File: config.mk
export PLATFORM = sky130hd
export DESIGN_NAME = dynamic_range_kth_smallest
export DESIGN_NICKNAME = d
export VERILOG_FILES = /design/src/design/dkth_pkg.sv /design/src/design/dkth_cell.sv /design/src/design/dkth_group.sv /design/src/design/dynamic_range_kth_smallest.sv
export SDC_FILE = /design/constraint.sdc
export NUM_CORES = 2
export LEC_CHECK = 0
export BUFFER_PORTS_ARGS = -buffer_cell sky130_fd_sc_hd__buf_2
export CORE_MARGIN = 1.5
export CORE_UTILIZATION = 30
export DETAILED_ROUTE_END_ITERATION = 10
export PLACE_DENSITY = 0.47
export SYNTH_ARGS = -nofsm -noshare
export SYNTH_HDL_FRONTEND = slang
export SYNTH_HIERARCHICAL = 1
export SYNTH_SLANG_ARGS = --single-unit
File: constraint.sdc
create_clock -name clk -period 6.95 [get_ports clk]
set_clock_uncertainty 0.2 [all_clocks]
set_input_delay 0.695 -clock clk [delete_from_list [all_inputs] [get_ports clk]]
set_output_delay 0.695 -clock clk [all_outputs]
set_load 0.01 [all_outputs]
File: src/design/dkth_pkg.sv
// ----------------------------------------------------------------------------
// dkth_pkg: shared types and constants
// Sizes of the value store, the cell grouping and the count widths.
// ----------------------------------------------------------------------------
package dkth_pkg;

	localparam int DEPTH      = 64;              // stored entries, positions 1..DEPTH
	localparam int VALUE_BITS = 30;              // bits kept per entry
	localparam int GROUP      = 8;               // cells chained per group
	localparam int NUM_GROUPS = DEPTH / GROUP;
	localparam int GCNT_W     = $clog2(GROUP + 1);
	localparam int CNT_W      = $clog2(DEPTH + 1);
	localparam int POS_W      = 7;               // position / bound / rank field width
	localparam int VAL_W      = 30;              // value field width
	localparam int IDX_W      = POS_W + 1;       // room for bound arithmetic

	// action field of an input transfer
	typedef enum logic {
		ACT_WRITE = 1'b0,
		ACT_QUERY = 1'b1
	} dkth_action_t;

	// Broadcast to every cell for one radix step.
	// prefix: bits settled so far (current bit and below are 0)
	// keep:   ones from the MSB down to and including the current bit
	typedef struct packed {
		logic [VALUE_BITS-1:0] prefix;
		logic [VALUE_BITS-1:0] keep;
	} dkth_probe_t;

endpackage

File: src/design/dkth_cell.sv
// ----------------------------------------------------------------------------
// dkth_cell: one storage cell
// Holds one entry, flags a prefix match and adds it to the neighbor's count.
// ----------------------------------------------------------------------------
module dkth_cell import dkth_pkg::*; (
	input  logic                  clk,
	input  logic                  wr_en,
	input  logic [VALUE_BITS-1:0] wr_value,
	input  logic                  in_range,
	input  dkth_probe_t           probe,
	input  logic [GCNT_W-1:0]     count_in,
	output logic [GCNT_W-1:0]     count_out
);

	logic [VALUE_BITS-1:0] value_q;
	logic                  match;

	always_ff @(posedge clk) begin
		if (wr_en) begin
			value_q <= wr_value;
		end
	end

	// prefix has a 0 in the current bit, so this also demands value bit == 0
	assign match     = in_range && (((value_q ^ probe.prefix) & probe.keep) == '0);
	assign count_out = count_in + GCNT_W'(match);

endmodule

File: src/design/dkth_group.sv
// ----------------------------------------------------------------------------
// dkth_group: a row of chained cells
// The match count ripples from cell to cell; the last cell gives the group sum.
// ----------------------------------------------------------------------------
module dkth_group import dkth_pkg::*; (
	input  logic                  clk,
	input  logic [GROUP-1:0]      wr_sel,
	input  logic [VALUE_BITS-1:0] wr_value,
	input  logic [GROUP-1:0]      in_range,
	input  dkth_probe_t           probe,
	output logic [GCNT_W-1:0]     count
);

	logic [GCNT_W-1:0] chain [GROUP+1];

	assign chain[0] = '0;

	for (genvar c = 0; c < GROUP; c++) begin : g_cell
		dkth_cell u_cell (
			.clk      (clk),
			.wr_en    (wr_sel[c]),
			.wr_value (wr_value),
			.in_range (in_range[c]),
			.probe    (probe),
			.count_in (chain[c]),
			.count_out(chain[c+1])
		);
	end

	assign count = chain[GROUP];

endmodule

File: src/design/dynamic_range_kth_smallest.sv
// Timing: a write transfer is stored at its accepting edge and gives no result. A query
//   with a bad range or rank goes straight to the result load; a valid query first runs a
//   count step and a decide step per value bit, then loads the result.
// Flow: writes every cycle while no query is in flight; after a query the next transfer
//   is accepted once its result has been loaded, later while the result slot is full.
// Reset: arst_n clears control state only; entries are undefined until written.
// ----------------------------------------------------------------------------
// dynamic_range_kth_smallest: k-th smallest value over a position range
// Entries live in a row of cells; a query settles one value bit per count and decide
// step pair by counting prefix matches across all cells in parallel.
// ----------------------------------------------------------------------------
module dynamic_range_kth_smallest import dkth_pkg::*; (
	input  logic        clk,
	input  logic        arst_n,
	// input stream
	input  logic        s_tvalid,
	output logic        s_tready,
	input  logic [63:0] s_tdata,  // position[6:0], new_value[36:7], left_bound[43:37],
	                              // right_bound[50:44], rank[57:51], zeros[63:58]
	input  logic        s_tuser,  // action: 0 = write, 1 = query
	// result stream
	output logic        m_tvalid,
	input  logic        m_tready,
	output logic [31:0] m_tdata,  // kth_value[29:0], zeros[31:30]
	output logic        m_tuser   // ok
);

	localparam logic [1:0] ST_IDLE   = 2'd0;
	localparam logic [1:0] ST_COUNT  = 2'd1;
	localparam logic [1:0] ST_DECIDE = 2'd2;
	localparam logic [1:0] ST_DONE   = 2'd3;

	// ---- unpack the input transfer ----
	logic             action;
	logic [POS_W-1:0] position;
	logic [VAL_W-1:0] new_value;
	logic [POS_W-1:0] left_bound;
	logic [POS_W-1:0] right_bound;
	logic [POS_W-1:0] rank;

	assign action      = s_tuser;
	assign position    = s_tdata[6:0];
	assign new_value   = s_tdata[36:7];
	assign left_bound  = s_tdata[43:37];
	assign right_bound = s_tdata[50:44];
	assign rank        = s_tdata[57:51];

	// ---- control and datapath registers ----
	logic [1:0]            state_q;
	logic [POS_W-1:0]      k_q;          // remaining rank
	logic [VALUE_BITS-1:0] prefix_q;     // settled answer bits
	logic [VALUE_BITS-1:0] keep_q;       // MSB..current bit mask
	logic [VALUE_BITS-1:0] cur_bit_q;    // one-hot current bit
	logic                  res_ok_q;
	logic [DEPTH-1:0]      range_q;      // per-cell range membership
	logic [GCNT_W-1:0]     gsum_s1 [NUM_GROUPS];
	logic                  out_valid_q;
	logic [VAL_W-1:0]      out_value_q;
	logic                  out_ok_q;

	logic                  in_xfer;
	logic                  query_good;
	logic [DEPTH-1:0]      wr_sel;
	logic [DEPTH-1:0]      range_next;
	logic [GCNT_W-1:0]     gsum [NUM_GROUPS];
	logic [CNT_W-1:0]      total;
	logic                  take_one;
	dkth_probe_t           probe;

	assign s_tready = (state_q == ST_IDLE);
	assign in_xfer  = s_tvalid && s_tready;

	// Range and rank check: 1 <= left <= right <= DEPTH, 1 <= rank <= right-left+1.
	// The rank bound is rewritten as rank + left <= right + 1 to stay unsigned.
	assign query_good = (left_bound != '0)
		&& ({1'b0, right_bound} <= IDX_W'(DEPTH))
		&& (left_bound <= right_bound)
		&& (rank != '0)
		&& (({1'b0, rank} + {1'b0, left_bound}) <= ({1'b0, right_bound} + IDX_W'(1)));

	// Cell select for writes and range mask for queries; cell i is position i+1.
	always_comb begin
		for (int i = 0; i < DEPTH; i++) begin
			wr_sel[i]     = in_xfer && (action == ACT_WRITE)
				&& ({1'b0, position} == IDX_W'(i + 1));
			range_next[i] = ({1'b0, left_bound} <= IDX_W'(i + 1))
				&& ({1'b0, right_bound} >= IDX_W'(i + 1));
		end
	end

	assign probe.prefix = prefix_q;
	assign probe.keep   = keep_q;

	// ---- the cell row ----
	for (genvar g = 0; g < NUM_GROUPS; g++) begin : g_grp
		dkth_group u_group (
			.clk     (clk),
			.wr_sel  (wr_sel[g*GROUP +: GROUP]),
			.wr_value(new_value[VALUE_BITS-1:0]),
			.in_range(range_q[g*GROUP +: GROUP]),
			.probe   (probe),
			.count   (gsum[g])
		);
	end

	// Second half of the count: add the registered group sums.
	always_comb begin
		total = '0;
		for (int g = 0; g < NUM_GROUPS; g++) begin
			total = total + CNT_W'(gsum_s1[g]);
		end
	end

	// Rank beyond the zero-bit matches: this bit is 1, skip those entries.
	assign take_one = ({1'b0, k_q} > IDX_W'(total));

	// group sums register every cycle; only read in ST_DECIDE
	always_ff @(posedge clk) begin
		for (int g = 0; g < NUM_GROUPS; g++) begin
			gsum_s1[g] <= gsum[g];
		end
	end

	// query payload registers
	always_ff @(posedge clk) begin
		if (in_xfer && (action == ACT_QUERY)) begin
			k_q       <= rank;
			prefix_q  <= '0;
			cur_bit_q <= {1'b1, {(VALUE_BITS-1){1'b0}}};
			keep_q    <= {1'b1, {(VALUE_BITS-1){1'b0}}};
			range_q   <= range_next;
			res_ok_q  <= query_good;
		end else if (state_q == ST_DECIDE) begin
			if (take_one) begin
				k_q      <= k_q - POS_W'(total);
				prefix_q <= prefix_q | cur_bit_q;
			end
			cur_bit_q <= cur_bit_q >> 1;
			keep_q    <= keep_q | (cur_bit_q >> 1);
		end
	end

	// sequencer
	always_ff @(posedge clk or negedge arst_n) begin
		if (!arst_n) begin
			state_q <= ST_IDLE;
		end else begin
			unique case (state_q)
				ST_IDLE: begin
					if (in_xfer && (action == ACT_QUERY)) begin
						state_q <= query_good ? ST_COUNT : ST_DONE;
					end
				end
				ST_COUNT: begin
					state_q <= ST_DECIDE;
				end
				ST_DECIDE: begin
					state_q <= cur_bit_q[0] ? ST_DONE : ST_COUNT;
				end
				ST_DONE: begin
					if (!out_valid_q || m_tready) begin
						state_q <= ST_IDLE;
					end
				end
				default: begin
					state_q <= ST_IDLE;
				end
			endcase
		end
	end

	// output register: loads when the slot is free or being emptied
	always_ff @(posedge clk or negedge arst_n) begin
		if (!arst_n) begin
			out_valid_q <= 1'b0;
		end else if ((state_q == ST_DONE) && (!out_valid_q || m_tready)) begin
			out_valid_q <= 1'b1;
		end else if (m_tready) begin
			out_valid_q <= 1'b0;
		end
	end

	always_ff @(posedge clk) begin
		if ((state_q == ST_DONE) && (!out_valid_q || m_tready)) begin
			out_value_q <= res_ok_q ? VAL_W'(prefix_q) : '0;
			out_ok_q    <= res_ok_q;
		end
	end

	assign m_tvalid = out_valid_q;
	assign m_tdata  = {{(32-VAL_W){1'b0}}, out_value_q};
	assign m_tuser  = out_ok_q;

	// ---- checks ----
	a_decide_after_count: assert property (@(posedge clk) disable iff (!arst_n)
		state_q == ST_DECIDE |-> $past(state_q) == ST_COUNT)
		else $error("decide step without a preceding count step");

	a_decide_next: assert property (@(posedge clk) disable iff (!arst_n)
		state_q == ST_DECIDE |=> state_q == ST_COUNT || state_q == ST_DONE)
		else $error("decide step left to an unexpected state");

	a_bit_onehot: assert property (@(posedge clk) disable iff (!arst_n)
		state_q == ST_COUNT || state_q == ST_DECIDE |-> $onehot(cur_bit_q))
		else $error("current bit pointer lost its one-hot form");

	a_bad_query_zero: assert property (@(posedge clk) disable iff (!arst_n)
		m_tvalid && !m_tuser |-> m_tdata == '0)
		else $error("rejected query returned a nonzero value");

	a_rank_covered: assert property (@(posedge clk) disable iff (!arst_n)
		state_q == ST_DECIDE |-> k_q != '0)
		else $error("remaining rank dropped to zero during descent");

endmodule
==> results.ini <==
[layout]
fin_util_pct=35.24
multi_input_area_um2=35170
drive_above_1_share_pct=12.36
final_cell_count_no_fill=11550
seqCellArea_um2=63470
final_area_um2=114400
syn2layout_area_growth_pct=16.62
final_nets=7284
fillers=31140

[worst_setup_path]
cp.required_ps=7530
cp_max_fo=22
cp_common_cell=ha_1
path_cells=buf_4 -> xor2_1 -> a221oi_1 -> nand4_1 -> nor3_2 -> ha_1 -> ha_1 -> ha_1 -> ha_1 -> ha_1 -> ha_1 -> ha_1 -> ha_1 -> xor2_1
cp.arrival_ps=6110
cp.depth=14
r2r_slack_ps=1420
crit_type=reg2reg
r2r-end=gsum_s1[0][14]$_DFF_P_
crit_slowest_cell=dfxtp_4
cpLargestDelayFamily=adder cells
crit_start=prefix_q[5]$_SDFFE_PP0P_
worstRegToRegCells=14
timing.rr.start=prefix_q[5]$_SDFFE_PP0P_
slowest_delay_ps=780
end_kind=flop
cp-endpoint=gsum_s1[0][14]$_DFF_P_
crit_buf_inv=1
startpoint_type=flop

[clock_network]
cts_root_buf=clkbuf_16
cts_buffer_depth=4
cts.sinks=2147
htreeDepth=4
clk_pin_slew_worst_paths_ps=60
worstSkewPairLatency_ps=920
cts_tree=done
cts_buffers=241

[sta]
fmax_mhz=180.7
setup_tns_ps=0
max-slew-margin-rel_pct=7.374
period_share_pct=79.64
rsz0062_at_grt=false
slew_viol_final=0
min_period_ps=5535
worst_pin_slew_ps=1388
hold_viol=0
setup_violations=0

[power]
pwr-share-comb_pct=40.1
p_int_uw=29670
p_sw_share_pct=39.74
finalPower_uw=49250
seqPwrFrac_pct=34.3
switchingPower_uw=19570
leakagePower_uw=0.04331
power.density_nw_per_um2=430.3
irDropWorstVdd_uv=2215
clockPowerShare_pct=25.6

[route]
ant_nets=0
drt_iter0_drc=5465
routed_wl_mm=332.5
drc=0
routedWlPerCell_um=28.79
via_per_inst=5.119
dr.pass1.iters=6
vias=59129

[placement]
placedInstanceArea_um2=106500
dpl.cell_count=11081
portBuffers=95
gp_congestion=0.8367
hpwl_mm=201.7

[synthesis]
synth_area_leaders=edfxtp_1, xor2_1, a22o_1, dfxtp_1, a221oi_1
synthArstFlopShare_pct=0.1397
netlist_area_um2=98140
syn_area_per_cell_um2=15.26
synth_top_cell_area_share_pct=61.90
synth.top_cells.by_count=edfxtp_1, xor2_1, a22o_1
yosysSeqAreaShare_pct=64.45
synth_top_cell_by_area=edfxtp_1
synth.most_common_cell=edfxtp_1
netlist_instances=6429
synth_seq_cells=2147
synth_edf_count=2023
ys_types=57
yosysWarningCount=6
synth_flop_cell=edfxtp_1

[run_status]
status=finished clean

[floorplanning]
core_area_um2=324800
die_width_um=575.0
floorplan.initialDensity_pct=30.22
die_area_um2=330600
die-height_um=575.0
core.rowCount=209
ioPinCount=104

[min_path]
hold_class=in2reg

[flow_run]
drv_cap=0

[global_routing]
grt_use_total_pct=19.71
grt_overflow=0
antenna_found_initial=30
grt_pass1_wl_mm=464.7
grt_pass1_vias=59024
grt_max_degree=65

==> how the worst min path moves through the flow <==
stage	end	slack, ps	from	cells after the start
2_1_floorplan	m_tvalid$_DFFE_PN0P_	200	arst_n	0
3_3_place_gp	cur_bit_q[2]$_SDFFE_PP0P_	280	cur_bit_q[2]$_SDFFE_PP0P_	2
3_5_place_dp	cur_bit_q[3]$_SDFFE_PP0P_	290	cur_bit_q[4]$_SDFFE_PP0P_	2
4_1_cts	m_tvalid$_DFFE_PN0P_	30	m_tready	3
5_1_grt	m_tvalid$_DFFE_PN0P_	30	m_tready	3
6_report	m_tvalid$_DFFE_PN0P_	60	m_tready	3
==> placed cells by master, fill, tap and decap left out, drive strengths merged, types with 7 or more instances in the layout <==
master	instances
nand2	181
nor3	81
edfxtp	2023
xor2	1987
a22o	320
inv	75
a221oi	339
a22oi	192
clkinvlp	7
or3	7
bufinv	21
a222oi	65
a21oi	98
nand3	144
clkbuf	305
diode	11
a21o	15
buf	297
conb	114
o21a	10
xnor2	75
dfxtp	121
fa	25
clkinv	94
nand4	131
a32o	30
a211oi	27
nor2b	8
nand2b	8
dlygate4sd3	24
and2	31
ha	167
nor2	127
o21ai	21
==> cells by family (layout without fill, tap and decap cells) <==
family          count (synthesis)  count (layout)  synth area share (%)
fa+ha+maj                     192             192                 2.639
compound gates               1139            1139                 9.913
buf+inv                       142             823                0.5826
flops                        2147            2147                 64.45
other cells                    10             125               0.03825
simple gates                  737             737                 3.979
xor+xnor                     2062            2062                 18.40
==> worst reg2reg max path, stage by stage (launching register included) <==
cell	delay [ps]
dfxtp_4	780
buf_4	490
xor2_1	140
a221oi_1	350
nand4_1	580
nor3_2	370
ha_1	270
ha_1	220
ha_1	310
ha_1	330
ha_1	330
ha_1	320
ha_1	330
ha_1	210
xor2_1	150
==> sequential cells by signal (all words and copies together), names as in the netlist <==
name	flops
m_tuser	1
res_ok_q	1
g_grp.u_group/g_cell.u_cell/value_q	1920
cur_bit_q	30
range_q	64
m_tvalid	1
keep_q	29
k_q	7
out_value_q	30
prefix_q	30
state_q	2
gsum_s1	32
==> power groups by stage <==
stage | Clock, uW | Sequential (uW) | Combinational [uW]
after detailed placement | 0 | 17000 | 18700
after CTS | 12900 | 16800 | 19000
final | 12600 | 16900 | 19700
after global placement | 0 | 17000 | 18600
after global routing | 13400 | 17000 | 21800
after floorplan | 0 | 16900 | 12400
==> per-stage QoR <==
step | hold slack (ps) | setup WS (ps)
2_1_floorplan | 199.4 | 1050
3_3_place_gp | 279.6 | 1400
3_5_place_dp | 287.6 | 1408
4_1_cts | 30.65 | 1357
5_1_grt | 32.22 | 1084
6_report | 62.52 | 1415
==> routing by layer <==
layer / track usage (%) / share of wire, % / vias up
met5: 0 / 0.027 / -
met4: 4.590 / 2.2 / 16
met3: 3.056 / 5.7 / 391
met2: 31.74 / 46 / 1670
met1: 27.81 / 46 / 31143
li1: - / - / 25909
==> area by class of cell <==
cell class / instances / share of cell area (%)
Tap cell: 4325 / 4.728
Clock buffer: 305 / 5.568
Clock inverter: 129 / 1.139
Multi-Input combinational cell: 4244 / 30.73
Timing Repair Buffer: 321 / 2.125
Inverter: 68 / 0.2274
Antenna cell: 11 / 0.02405
Sequential cell: 2147 / 55.46
==> what timing repair did <==
item                      in CTS  in global routing
hold buffers                  24                  0
hold endpoints to repair     218                  0
gates resized for setup        0                  0
setup buffers                  0                  0
Note: power is estimated with default switching activity, not from simulation.
